**config.mk**
```make
export PLATFORM = sky130hd
export DESIGN_NAME = date_difference_days_core
export DESIGN_NICKNAME = d
export VERILOG_FILES = /design/src/hw/rtl/ddd_pkg.sv /design/src/hw/rtl/date_difference_days_core.sv /design/src/hw/rtl/ddd_day_count.sv /design/src/hw/rtl/ddd_abs_diff.sv
export SDC_FILE = /design/constraint.sdc
export NUM_CORES = 2
export LEC_CHECK = 0
export BUFFER_PORTS_ARGS = -buffer_cell sky130_fd_sc_hd__buf_2
export CORE_MARGIN = 2
export CORE_UTILIZATION = 60
export DETAILED_ROUTE_END_ITERATION = 7
export GPL_TIMING_DRIVEN = 1
export HOLD_SLACK_MARGIN = 0.02
export PLACE_DENSITY = 0.75
export REMOVE_ABC_BUFFERS = 1
export SYNTH_ARGS = -nofsm -noshare
export SYNTH_HDL_FRONTEND = slang
export SYNTH_SLANG_ARGS = --single-unit
```
**constraint.sdc**
```tcl
create_clock -name clock -period 5.16 [get_ports clock]
set_input_delay 1.548 -clock clock [delete_from_list [all_inputs] [get_ports clock]]
set_output_delay 1.548 -clock clock [all_outputs]
set_load 0.005 [all_outputs]
```
**src/hw/rtl/ddd_pkg.sv**
```systemverilog
// ---------------------------------------------------------------------------
// Date difference package
// Shared types, constants and the month table of the date difference core.
// ---------------------------------------------------------------------------
package ddd_pkg;

   // Field widths of the command and response words.
   localparam int DAY_W   = 5;
   localparam int MONTH_W = 4;
   localparam int YEAR_W  = 14;
   localparam int DIST_W  = 22;

   // A day count since the base year needs one bit more than the distance.
   localparam int COUNT_W = 23;

   // Width of the days before a month (at most 365).
   localparam int MDAYS_W = 9;

   // Width of a year divided by one hundred (at most 163 for 14-bit years).
   localparam int Q100_W = 8;

   // Width of the leap year count since the base year.
   localparam int LEAPS_W = 12;

   // Years above this value are clipped to it.
   localparam int MAX_YEAR = 9999;

   // Day counts start on the first of January of this year.
   localparam int BASE_YEAR = 1600;

   // Leap years in one through the year before the base year.
   localparam int LEAPS_BEFORE_BASE = 387;

   // Division by one hundred as a multiply by a rounded-up reciprocal.
   // The error stays below 1/256 for every 14-bit operand.
   localparam int RECIP_100   = 5243;
   localparam int RECIP_SHIFT = 19;
   localparam int RECIP_W     = 13;
   localparam int PROD_W      = YEAR_W + RECIP_W;

   localparam int HUNDRED    = 100;
   localparam int YEAR_DAYS  = 365;
   localparam int FEB_MONTH  = 2;
   localparam int LAST_MONTH = 12;

   // One date as it enters a day count pipeline.
   typedef struct packed {
      logic [DAY_W-1:0]   day;
      logic [MONTH_W-1:0] month;
      logic [YEAR_W-1:0]  year;
   } date_type;

   // Days of all months before the given month. Month zero adds nothing and
   // any month past December counts the whole year.
   function automatic logic [MDAYS_W-1:0] days_before(input logic [MONTH_W-1:0] month);
      logic [MDAYS_W-1:0] days;
      case (month)
         4'd0:    days = 9'd0;
         4'd1:    days = 9'd0;
         4'd2:    days = 9'd31;
         4'd3:    days = 9'd59;
         4'd4:    days = 9'd90;
         4'd5:    days = 9'd120;
         4'd6:    days = 9'd151;
         4'd7:    days = 9'd181;
         4'd8:    days = 9'd212;
         4'd9:    days = 9'd243;
         4'd10:   days = 9'd273;
         4'd11:   days = 9'd304;
         4'd12:   days = 9'd334;
         default: days = MDAYS_W'(YEAR_DAYS);
      endcase
      return days;
   endfunction

endpackage

```
**src/hw/rtl/date_difference_days_core.sv**
```systemverilog
// ---------------------------------------------------------------------------
// Date difference core
// Returns the absolute number of days between two Gregorian dates.
// ---------------------------------------------------------------------------
//
//   Channel   Handshake          Word
//   --------  -----------------  -------------------------------------------
//   command   start, busy        req_first_*, req_second_* (day, month, year)
//   response  rsp_valid strobe   rsp_day_distance
//
// A command word is taken at each edge with start high; busy stays low, so a
// new word may enter in every cycle. The response strobe and word pass through
// four stages in each day count pipeline and one for the difference.
// Reset clears only the valid bits; words in flight are dropped.
// The response side cannot stall, so the pipeline never holds.
//
module date_difference_days_core (
   input  logic                         clock,
   input  logic                         reset,
   input  logic                         start,
   output logic                         busy,
   input  logic [ddd_pkg::DAY_W-1:0]    req_first_day,
   input  logic [ddd_pkg::MONTH_W-1:0]  req_first_month,
   input  logic [ddd_pkg::YEAR_W-1:0]   req_first_year,
   input  logic [ddd_pkg::DAY_W-1:0]    req_second_day,
   input  logic [ddd_pkg::MONTH_W-1:0]  req_second_month,
   input  logic [ddd_pkg::YEAR_W-1:0]   req_second_year,
   output logic                         rsp_valid,
   output logic [ddd_pkg::DIST_W-1:0]   rsp_day_distance
);
   import ddd_pkg::*;

   date_type              date_a, date_b;
   logic                  accept;
   logic                  valid_a, valid_b;
   logic [COUNT_W-1:0]    count_a, count_b;

   // The pipeline never backs up, so commands are always taken.
   assign busy   = 1'b0;
   assign accept = start && !busy;

   assign date_a = '{day: req_first_day, month: req_first_month, year: req_first_year};
   assign date_b = '{day: req_second_day, month: req_second_month, year: req_second_year};

   // One day count pipeline for each date.
   ddd_day_count u_count_a (
      .clock     (clock),
      .reset     (reset),
      .in_valid  (accept),
      .in_date   (date_a),
      .out_valid (valid_a),
      .out_count (count_a)
   );

   ddd_day_count u_count_b (
      .clock     (clock),
      .reset     (reset),
      .in_valid  (accept),
      .in_date   (date_b),
      .out_valid (valid_b),
      .out_count (count_b)
   );

   // Final stage forms the distance and drives the response strobe.
   ddd_abs_diff u_diff (
      .clock     (clock),
      .reset     (reset),
      .in_valid  (valid_a && valid_b),
      .count_a   (count_a),
      .count_b   (count_b),
      .out_valid (rsp_valid),
      .out_dist  (rsp_day_distance)
   );

`ifndef SYNTHESIS
   // Both day count pipelines must stay in lockstep.
   a_lockstep: assert property (@(posedge clock) disable iff (reset)
      valid_a == valid_b)
      else $error("day count pipelines out of step");

   // Every accepted command gives a response.
   a_latency: assert property (@(posedge clock) disable iff (reset)
      accept |-> ##5 rsp_valid)
      else $error("response missing five cycles after a command");

   // No response appears without a valid day count from the first pipeline.
   a_no_spurious: assert property (@(posedge clock) disable iff (reset)
      rsp_valid |-> $past(valid_a, 1))
      else $error("response strobe without a day count");
`endif

endmodule

```
**src/hw/rtl/ddd_day_count.sv**
```systemverilog
// ---------------------------------------------------------------------------
// Day count pipeline
// Four register stages that turn one date into its day count since the first
// of January of the base year, in closed form.
// ---------------------------------------------------------------------------
module ddd_day_count (
   input  logic                         clock,
   input  logic                         reset,
   input  logic                         in_valid,
   input  ddd_pkg::date_type            in_date,
   output logic                         out_valid,
   output logic [ddd_pkg::COUNT_W-1:0]  out_count
);
   import ddd_pkg::*;

   // Stage 1: clipped year, month table lookup and flags.
   logic                  s1_valid_ff, s1_valid_in;
   logic [YEAR_W-1:0]     s1_year_ff, s1_year_in;
   logic [YEAR_W-1:0]     s1_prev_ff, s1_prev_in;
   logic [YEAR_W-1:0]     s1_elapsed_ff, s1_elapsed_in;
   logic [DAY_W-1:0]      s1_day_ff;
   logic [MDAYS_W-1:0]    s1_mdays_ff, s1_mdays_in;
   logic                  s1_late_ff, s1_late_in;
   logic                  s1_past_ff, s1_past_in;

   // Stage 2: divisions by one hundred and the whole-year days.
   logic                  s2_valid_ff;
   logic [YEAR_W-1:0]     s2_year_ff;
   logic [YEAR_W-1:0]     s2_prev_ff;
   logic [Q100_W-1:0]     s2_qyear_ff, s2_qyear_in;
   logic [Q100_W-1:0]     s2_qprev_ff, s2_qprev_in;
   logic [COUNT_W-1:0]    s2_ydays_ff, s2_ydays_in;
   logic [MDAYS_W:0]      s2_base_ff, s2_base_in;
   logic                  s2_late_ff;
   logic                  s2_past_ff;
   logic [PROD_W-1:0]     prod_year, prod_prev;

   // Stage 3: leap flag and the days of all whole years.
   logic                  s3_valid_ff;
   logic [COUNT_W-1:0]    s3_years_ff, s3_years_in;
   logic [MDAYS_W:0]      s3_base_ff;
   logic                  s3_bonus_ff, s3_bonus_in;
   logic [YEAR_W:0]       hundreds;
   logic                  div100, div400, leap;
   logic [LEAPS_W-1:0]    leaps;

   // Stage 4: final day count.
   logic                  s4_valid_ff;
   logic [COUNT_W-1:0]    s4_count_ff, s4_count_in;

   // Stage 1 logic: clip the year and look up the month.
   always_comb begin
      s1_valid_in = in_valid;
      if (32'(in_date.year) > MAX_YEAR) begin
         s1_year_in = YEAR_W'(MAX_YEAR);
      end else begin
         s1_year_in = in_date.year;
      end
      s1_prev_in    = s1_year_in - YEAR_W'(1);
      s1_elapsed_in = s1_year_in - YEAR_W'(BASE_YEAR);
      s1_past_in    = s1_year_in > YEAR_W'(BASE_YEAR);
      s1_late_in    = in_date.month > MONTH_W'(FEB_MONTH);
      s1_mdays_in   = days_before(in_date.month);
   end

   // Stage 2 logic: reciprocal multiplies and the 365-day years.
   always_comb begin
      prod_year   = PROD_W'(s1_year_ff) * PROD_W'(RECIP_100);
      prod_prev   = PROD_W'(s1_prev_ff) * PROD_W'(RECIP_100);
      s2_qyear_in = prod_year[RECIP_SHIFT +: Q100_W];
      s2_qprev_in = prod_prev[RECIP_SHIFT +: Q100_W];
      s2_ydays_in = COUNT_W'(s1_elapsed_ff) * COUNT_W'(YEAR_DAYS);
      s2_base_in  = (MDAYS_W+1)'(s1_mdays_ff) + (MDAYS_W+1)'(s1_day_ff);
   end

   // Stage 3 logic: leap rule for the year and leap years before it.
   always_comb begin
      hundreds = (YEAR_W+1)'(s2_qyear_ff) * (YEAR_W+1)'(HUNDRED);
      div100   = hundreds == {1'b0, s2_year_ff};
      div400   = div100 && (s2_qyear_ff[1:0] == 2'b00);
      leap     = ((s2_year_ff[1:0] == 2'b00) && !div100) || div400;
      leaps    = LEAPS_W'(s2_prev_ff[YEAR_W-1:2]) - LEAPS_W'(s2_qprev_ff)
               + LEAPS_W'(s2_qprev_ff[Q100_W-1:2]) - LEAPS_W'(LEAPS_BEFORE_BASE);
      s3_bonus_in = s2_late_ff && leap;
      if (s2_past_ff) begin
         s3_years_in = s2_ydays_ff + COUNT_W'(leaps);
      end else begin
         s3_years_in = '0;
      end
   end

   // Stage 4 logic: add the parts of the count.
   assign s4_count_in = s3_years_ff + COUNT_W'(s3_base_ff) + COUNT_W'(s3_bonus_ff);

   // Valid bits, cleared by reset.
   always_ff @(posedge clock) begin
      if (reset) begin
         s1_valid_ff <= 1'b0;
         s2_valid_ff <= 1'b0;
         s3_valid_ff <= 1'b0;
         s4_valid_ff <= 1'b0;
      end else begin
         s1_valid_ff <= s1_valid_in;
         s2_valid_ff <= s1_valid_ff;
         s3_valid_ff <= s2_valid_ff;
         s4_valid_ff <= s3_valid_ff;
      end
   end

   // Payload registers advance every cycle.
   always_ff @(posedge clock) begin
      s1_year_ff    <= s1_year_in;
      s1_prev_ff    <= s1_prev_in;
      s1_elapsed_ff <= s1_elapsed_in;
      s1_day_ff     <= in_date.day;
      s1_mdays_ff   <= s1_mdays_in;
      s1_late_ff    <= s1_late_in;
      s1_past_ff    <= s1_past_in;

      s2_year_ff  <= s1_year_ff;
      s2_prev_ff  <= s1_prev_ff;
      s2_qyear_ff <= s2_qyear_in;
      s2_qprev_ff <= s2_qprev_in;
      s2_ydays_ff <= s2_ydays_in;
      s2_base_ff  <= s2_base_in;
      s2_late_ff  <= s1_late_ff;
      s2_past_ff  <= s1_past_ff;

      s3_years_ff <= s3_years_in;
      s3_base_ff  <= s2_base_ff;
      s3_bonus_ff <= s3_bonus_in;

      s4_count_ff <= s4_count_in;
   end

   assign out_valid = s4_valid_ff;
   assign out_count = s4_count_ff;

endmodule

```
**src/hw/rtl/ddd_abs_diff.sv**
```systemverilog
// ---------------------------------------------------------------------------
// Absolute difference stage
// Registers the absolute difference of two day counts and its strobe.
// ---------------------------------------------------------------------------
module ddd_abs_diff (
   input  logic                         clock,
   input  logic                         reset,
   input  logic                         in_valid,
   input  logic [ddd_pkg::COUNT_W-1:0]  count_a,
   input  logic [ddd_pkg::COUNT_W-1:0]  count_b,
   output logic                         out_valid,
   output logic [ddd_pkg::DIST_W-1:0]   out_dist
);
   import ddd_pkg::*;

   logic                  valid_ff;
   logic [DIST_W-1:0]     dist_ff, dist_in;
   logic [COUNT_W-1:0]    diff;

   // Subtract the smaller count from the larger one and keep the low bits.
   always_comb begin
      if (count_a >= count_b) begin
         diff = count_a - count_b;
      end else begin
         diff = count_b - count_a;
      end
      dist_in = diff[DIST_W-1:0];
   end

   always_ff @(posedge clock) begin
      if (reset) begin
         valid_ff <= 1'b0;
      end else begin
         valid_ff <= in_valid;
      end
   end

   always_ff @(posedge clock) begin
      dist_ff <= dist_in;
   end

   assign out_valid = valid_ff;
   assign out_dist  = dist_ff;

endmodule
```
; ---- Yosys cells after proc, flatten, opt, wreduce, memory -nomap -nowiden
; Memories as Yosys holds them, arrays and structs flattened. A register that Yosys moved wholly into a read port is not among the register bits.
; Cells that the tools add are included.
[totals]
elab_cells = 98
n_memories = 2
latchBits = 0
output_inout_bits = 24
input_bits = 49
regBits = 397
ram_bits = 0
romBits = 288
[op_classes]
n_div = 0
multipliers = 8
order_cmp = 7
eq_ne = 2
muxes = 3
reduce_logical = 14
n_shift = 0
n_bitwise = 0
add_sub_neg = 20
[mem_list]
columns = memory, depth, word_bits, rd, rd_ports_with_merged_regs, write_ports, line
row1 = (name not given), 16, 9, 1, 1, 0, ddd_pkg.sv:57  ; case (month)
row2 = (name not given), 16, 9, 1, 1, 0, ddd_pkg.sv:57
[op_table]
columns = operator, count
row1 = $mul A14 B13 Y27 const B, 4
row2 = $add A23 B1 Y23, 2
row3 = $add A23 B10 Y23, 2
row4 = $add A23 B12 Y23, 2
row5 = $mul A14 B9 Y23 const B, 2
row6 = $sub A22 B22 Y22, 2
row7 = $eq A15 B14 Y1, 2
row8 = $gt A14 B11 Y1 const B, 2
row9 = $gt A14 B14 Y1 const B, 2
row10 = $mux W14, 2
row11 = $sub A14 B1 Y14 const B, 2
row12 = $sub A14 B11 Y14 const B, 2
row13 = $mul A8 B5 Y13 const B, 2
row14 = $add A12 B6 Y12, 2
row15 = $sub A12 B8 Y12, 2
row16 = $sub A12 B9 Y12 const B, 2
row17 = $ge A23 B23 Y1, 1
row18 = $mux W22, 1
row19 = $add A9 B5 Y10, 2
row20 = $gt A4 B2 Y1 const B, 2
row21 = $logic_not A2 Y1, 4
row22 = $logic_and A1 B1 Y1, 6
row23 = $logic_not A1 Y1, 2
row24 = $logic_or A1 B1 Y1, 2

; ---- Longest topological paths before layout
[logic_depth]
depth_word = 6
depth_mapped = 24

; ---- Modules after synthesis
; A second synthesis with hierarchy kept.
[unflattened]
hier_cells = 3682
area_unflattened_um2 = 36164.7
[by_module_without_submodules]
columns = module, seq_area_each_um2, instances, cells_per_inst, area_per_inst_um2
row1 = ddd_day_count (u_count_b), 3763.6, 1, 1680, 16704.8
row2 = ddd_day_count (u_count_a), 3763.6, 1, 1638, 16629.7
row3 = ddd_abs_diff, 460.4, 1, 361, 2812.7
row4 = date_difference_days_core, 0.0, 1, 3, 17.5

; ---- Worst setup path before layout
; OpenSTA, ideal clock, no wires.
[synth_path]
path_type = register to register
start = register u_count_b.s1_prev_ff[13]
end = register u_count_b.s2_qprev_ff[7]
setup_time_ns = 0.118
slack_ns = 0.452
path_stages_with_launch = 19
required_time_ns = 5.042
arrival_time_ns = 4.590
cell_sequence = dfxtp_1 -> fa_1 -> ha_1 -> inv_1 -> fa_1 -> inv_1 -> fa_1 -> inv_1 -> fa_1 -> inv_1 -> ha_1 -> or3_1 -> a221oi_1 -> o2111a_1 -> nor3_1 -> o21a_1 -> o21ai_0 -> nand2b_1 -> xnor2_1
[synth_between]
elab_chain_cells = 1
[synth_rtl]
columns = item, line
row1 = start: declaration, ddd_day_count.sv:19  ; logic [YEAR_W-1:0] s1_prev_ff, s1_prev_in;
row2 = start signal: assignment, ddd_day_count.sv:113  ; s1_prev_ff <= s1_prev_in;
row3 = $mul A14 B13 Y27, ddd_day_count.sv:69  ; prod_prev = PROD_W'(s1_prev_ff) * PROD_W'(RECIP_100);
row4 = net u_count_b.prod_prev[26], ddd_day_count.sv:36  ; logic [PROD_W-1:0] prod_year, prod_prev;
row5 = end signal: assignment, ddd_day_count.sv:123  ; s2_qprev_ff <= s2_qprev_in;
row6 = end: declaration, ddd_day_count.sv:31  ; logic [Q100_W-1:0] s2_qprev_ff, s2_qprev_in;
; The timed path passes the listed nets, and every way through them passes these cells.
; A chain may end at the register's enable or synchronous reset.

; ---- Worst setup path after layout
[layout_path]
start = register u_count_b.s1_year_ff[2]
end = register u_count_b.s2_qyear_ff[7]
[layout_between]
elab_chain_cells = 1
[layout_rtl]
columns = item, line
row1 = start: declaration, ddd_day_count.sv:18  ; logic [YEAR_W-1:0] s1_year_ff, s1_year_in;
row2 = start signal: assignment, ddd_day_count.sv:112  ; s1_year_ff <= s1_year_in;
row3 = $mul A14 B13 Y27, ddd_day_count.sv:68  ; prod_year = PROD_W'(s1_year_ff) * PROD_W'(RECIP_100);
row4 = net u_count_b.prod_year[26], ddd_day_count.sv:36
row5 = end signal: assignment, ddd_day_count.sv:122  ; s2_qyear_ff <= s2_qyear_in;
row6 = end: declaration, ddd_day_count.sv:30  ; logic [Q100_W-1:0] s2_qyear_ff, s2_qyear_in;
; The timed path passes the listed nets, and every way through them passes these cells.

==> flow_metrics.py <==
metrics = {
    "sta": {
        "max_freq_ghz": 0.203,
        "drv_slew": 0,
        "worst_slack_ns": 0.244,
        "fin_worst_skew_ns": 0.0192,
        "hold_viol": 0,
        "final-setup-viol-count": 0,
        "max_slew_margin_pct": 57.2,
        "period_share_pct": 95.3,
        "worst_pin_slew_ns": 0.636,
        "period_minus_slack_ns": 4.92,
    },
    "floorplanning": {
        "die_h_um": 247,
        "core-area_um2": 58700,
        "initial_utilization_pct": 60.3,
        "die_area_um2": 61000,
        "pin_count": 73,
        "placementRows": 89,
        "die_x_um": 247,
    },
    "setup_path": {
        "cp_cell_sequence": "inv_1 -> fa_1 -> inv_1 -> ha_1 -> fa_1 -> ha_1 -> inv_1 -> fa_1 -> inv_1 -> ha_1 -> or3_1 -> a211oi_1 -> nor2_1 -> o31ai_2 -> nand3_1 -> a31o_2 -> a21oi_1 -> xnor2_1",
        "cp.arrival_ns": 5.42,
        "slowest_stage": "fa_1",
        "max_stage_delay_ns": 0.57,
        "start_kind": "flop",
        "path_delay_family": "adder cells",
        "crit_path_frequent_cell": "inv_1",
        "crit_type": "flop to flop",
        "worstPathMaxFanout": 5,
        "end_kind": "flop",
        "crit_required_ns": 5.66,
        "cp_num_buf_inv": 4,
    },
    "route": {
        "drtPass1Iterations": 5,
        "vias_per_cell": 5.18,
        "drc": 0,
        "drt_iter0_markers": 993,
        "wl_um": 70300,
        "drt.antenna.violating_nets": 0,
        "wl_per_cell_um": 15.5,
        "vias": 23500,
    },
    "finish": {
        "multi_input_area_um2": 24200,
        "fin_util_pct": 65.5,
        "drive_gt1_share_pct": 6.24,
        "area_growth_pct": 8.50,
        "finalNetCount": 4836,
        "fill_cells": 4595,
        "final-seq-area_um2": 7930,
        "layout_common_cells": "inv_1 (840), ha_1 (692), dfxtp_1 (377)",
        "final_common_cell": "inv_1",
        "fin_cells": 4526,
    },
    "yosys": {
        "synth_cells": 3607,
        "async_flop_share_pct": 0,
        "synth_cell_types": 69,
        "yosysSeqAreaShare_pct": 22.3,
        "yosys_warnings": 0,
        "syn_avg_cell_area_um2": 9.81,
        "synthesis.area_um2": 35400,
        "synth-main-ff-cell": "dfxtp_1",
        "ys_seq_elements": 395,
        "synth_edf_count": 0,
    },
    "min_path": {
        "hp-class": "flop to flop",
    },
    "clock_tree": {
        "cts_buffer_depth": 3,
        "htreeDepth": 2,
        "postCtsSetupBuffers": 0,
        "cts-root-buf": "clkbuf_16",
        "cts_buffers": 45,
        "post_cts_resize_count": 0,
        "cts_sinks": 395,
        "ctsHoldBuffers": 0,
        "cts_tree": "built",
        "clk_pin_slew_ns": 0.06,
        "clkLatencyLatePin_ns": 0.58,
    },
    "placement": {
        "post-place-cells": 4449,
        "place_congestion": 0.930,
        "hpwlAfterDp_um": 59300,
        "port_buffers": 71,
        "dp_slack_ns": 0.0844,
    },
    "global_routing": {
        "grt_max_degree": 29,
        "grtUsageTotal_pct": 24.3,
        "antenna_found_initial": 5,
        "grt_overflow": 0,
        "grt_pass1_vias": 24400,
        "grt_pass1_wl_um": 119000,
    },
    "run": {
        "maxCapViolCount": 0,
    },
    "outcome": {
        "status": "finished clean",
    },
}
-- stage by stage --
step	hold WS (ns)	setup TNS, ns	instance area, um^2
finish	0.323	0	38400
global route	0.328	-0.000978	38400
CTS	0.324	0	38300
floorplan	0.310	0	35200
detailed placement	0.312	0	36800
global placement	0.311	0	36800
-- sequential cells by signal, indices dropped and copies added (netlist names), 21 cells and up --
name / count
u_count_a.out_count: 23
u_count_a.s3_years_ff: 23
u_count_b.out_count: 23
u_count_b.s3_years_ff: 23
u_diff.out_dist: 22
u_count_a.s2_ydays_ff: 21
u_count_b.s2_ydays_ff: 21
-- synth_stat cells (27+ instances only) --
master | instances | area (um^2)
a21o_1 | 66 | 495
a21oi_1 | 160 | 801
and2_1 | 52 | 325
clkbuf_1 | 27 | 101
dfxtp_1 | 395 | 7910
fa_1 | 372 | 7450
ha_1 | 692 | 8660
inv_1 | 842 | 3160
nand2_1 | 96 | 360
nand3_1 | 39 | 195
nor2_1 | 126 | 473
nor2b_1 | 40 | 250
nor3_1 | 41 | 205
o21ai_0 | 94 | 470
o21bai_1 | 27 | 203
xnor2_1 | 174 | 1520
xor2_1 | 68 | 596
-- metal layers --
layer  part of all wire (%)  vias up  global-route usage [%]  routed length [um]
met5                  0.037        -                       0                  26
met4                    1.9        4                    5.85                1350
met3                    4.5       91                    3.76                3140
met2                     46      365                    40.2               32500
met1                     47    11200                    33.3               33300
li1                       -    11800                       -                   -
-- cells by family after synthesis --
kind of cell	synth area share (%)
flip-flops	22.3
AND/OR/NAND/NOR	7.53
AO/OA/AOI/OAI	8.54
XOR/XNOR	5.99
adder cells (fa/ha/maj)	45.5
buffers and inverters	9.46
other	0.0106
multiplexers	0.643
-- final cells by class --
| class | instances | share of cell area (%) |
|---|---|---|
| Sequential cell | 395 | 20.6 |
| Inverter | 843 | 8.24 |
| Clock buffer | 57 | 3.26 |
| Antenna cell | 1 | 0.00651 |
| Tap cell | 773 | 2.52 |
| Clock inverter | 19 | 0.632 |
| Multi-Input combinational cell | 2328 | 63.0 |
| Timing Repair Buffer | 110 | 1.69 |
-- final timing paths --
kind	from	slack, ns	cells past startpoint	endpoint
setup / recovery	u_count_b.s1_year_ff[2]	0.24	18	u_count_b.s2_qyear_ff[7]
hold / removal	u_count_a.s2_base_ff[0]	0.32	0	u_count_a.s3_base_ff[0]
setup reg to reg	u_count_b.s1_year_ff[2]	0.24	18	u_count_b.s2_qyear_ff[7]
hold reg to reg	u_count_a.s2_base_ff[0]	0.32	0	u_count_a.s3_base_ff[0]
Power is not shown: default switching activity piles up to over one toggle a cycle in this logic, so the estimate is an artifact.
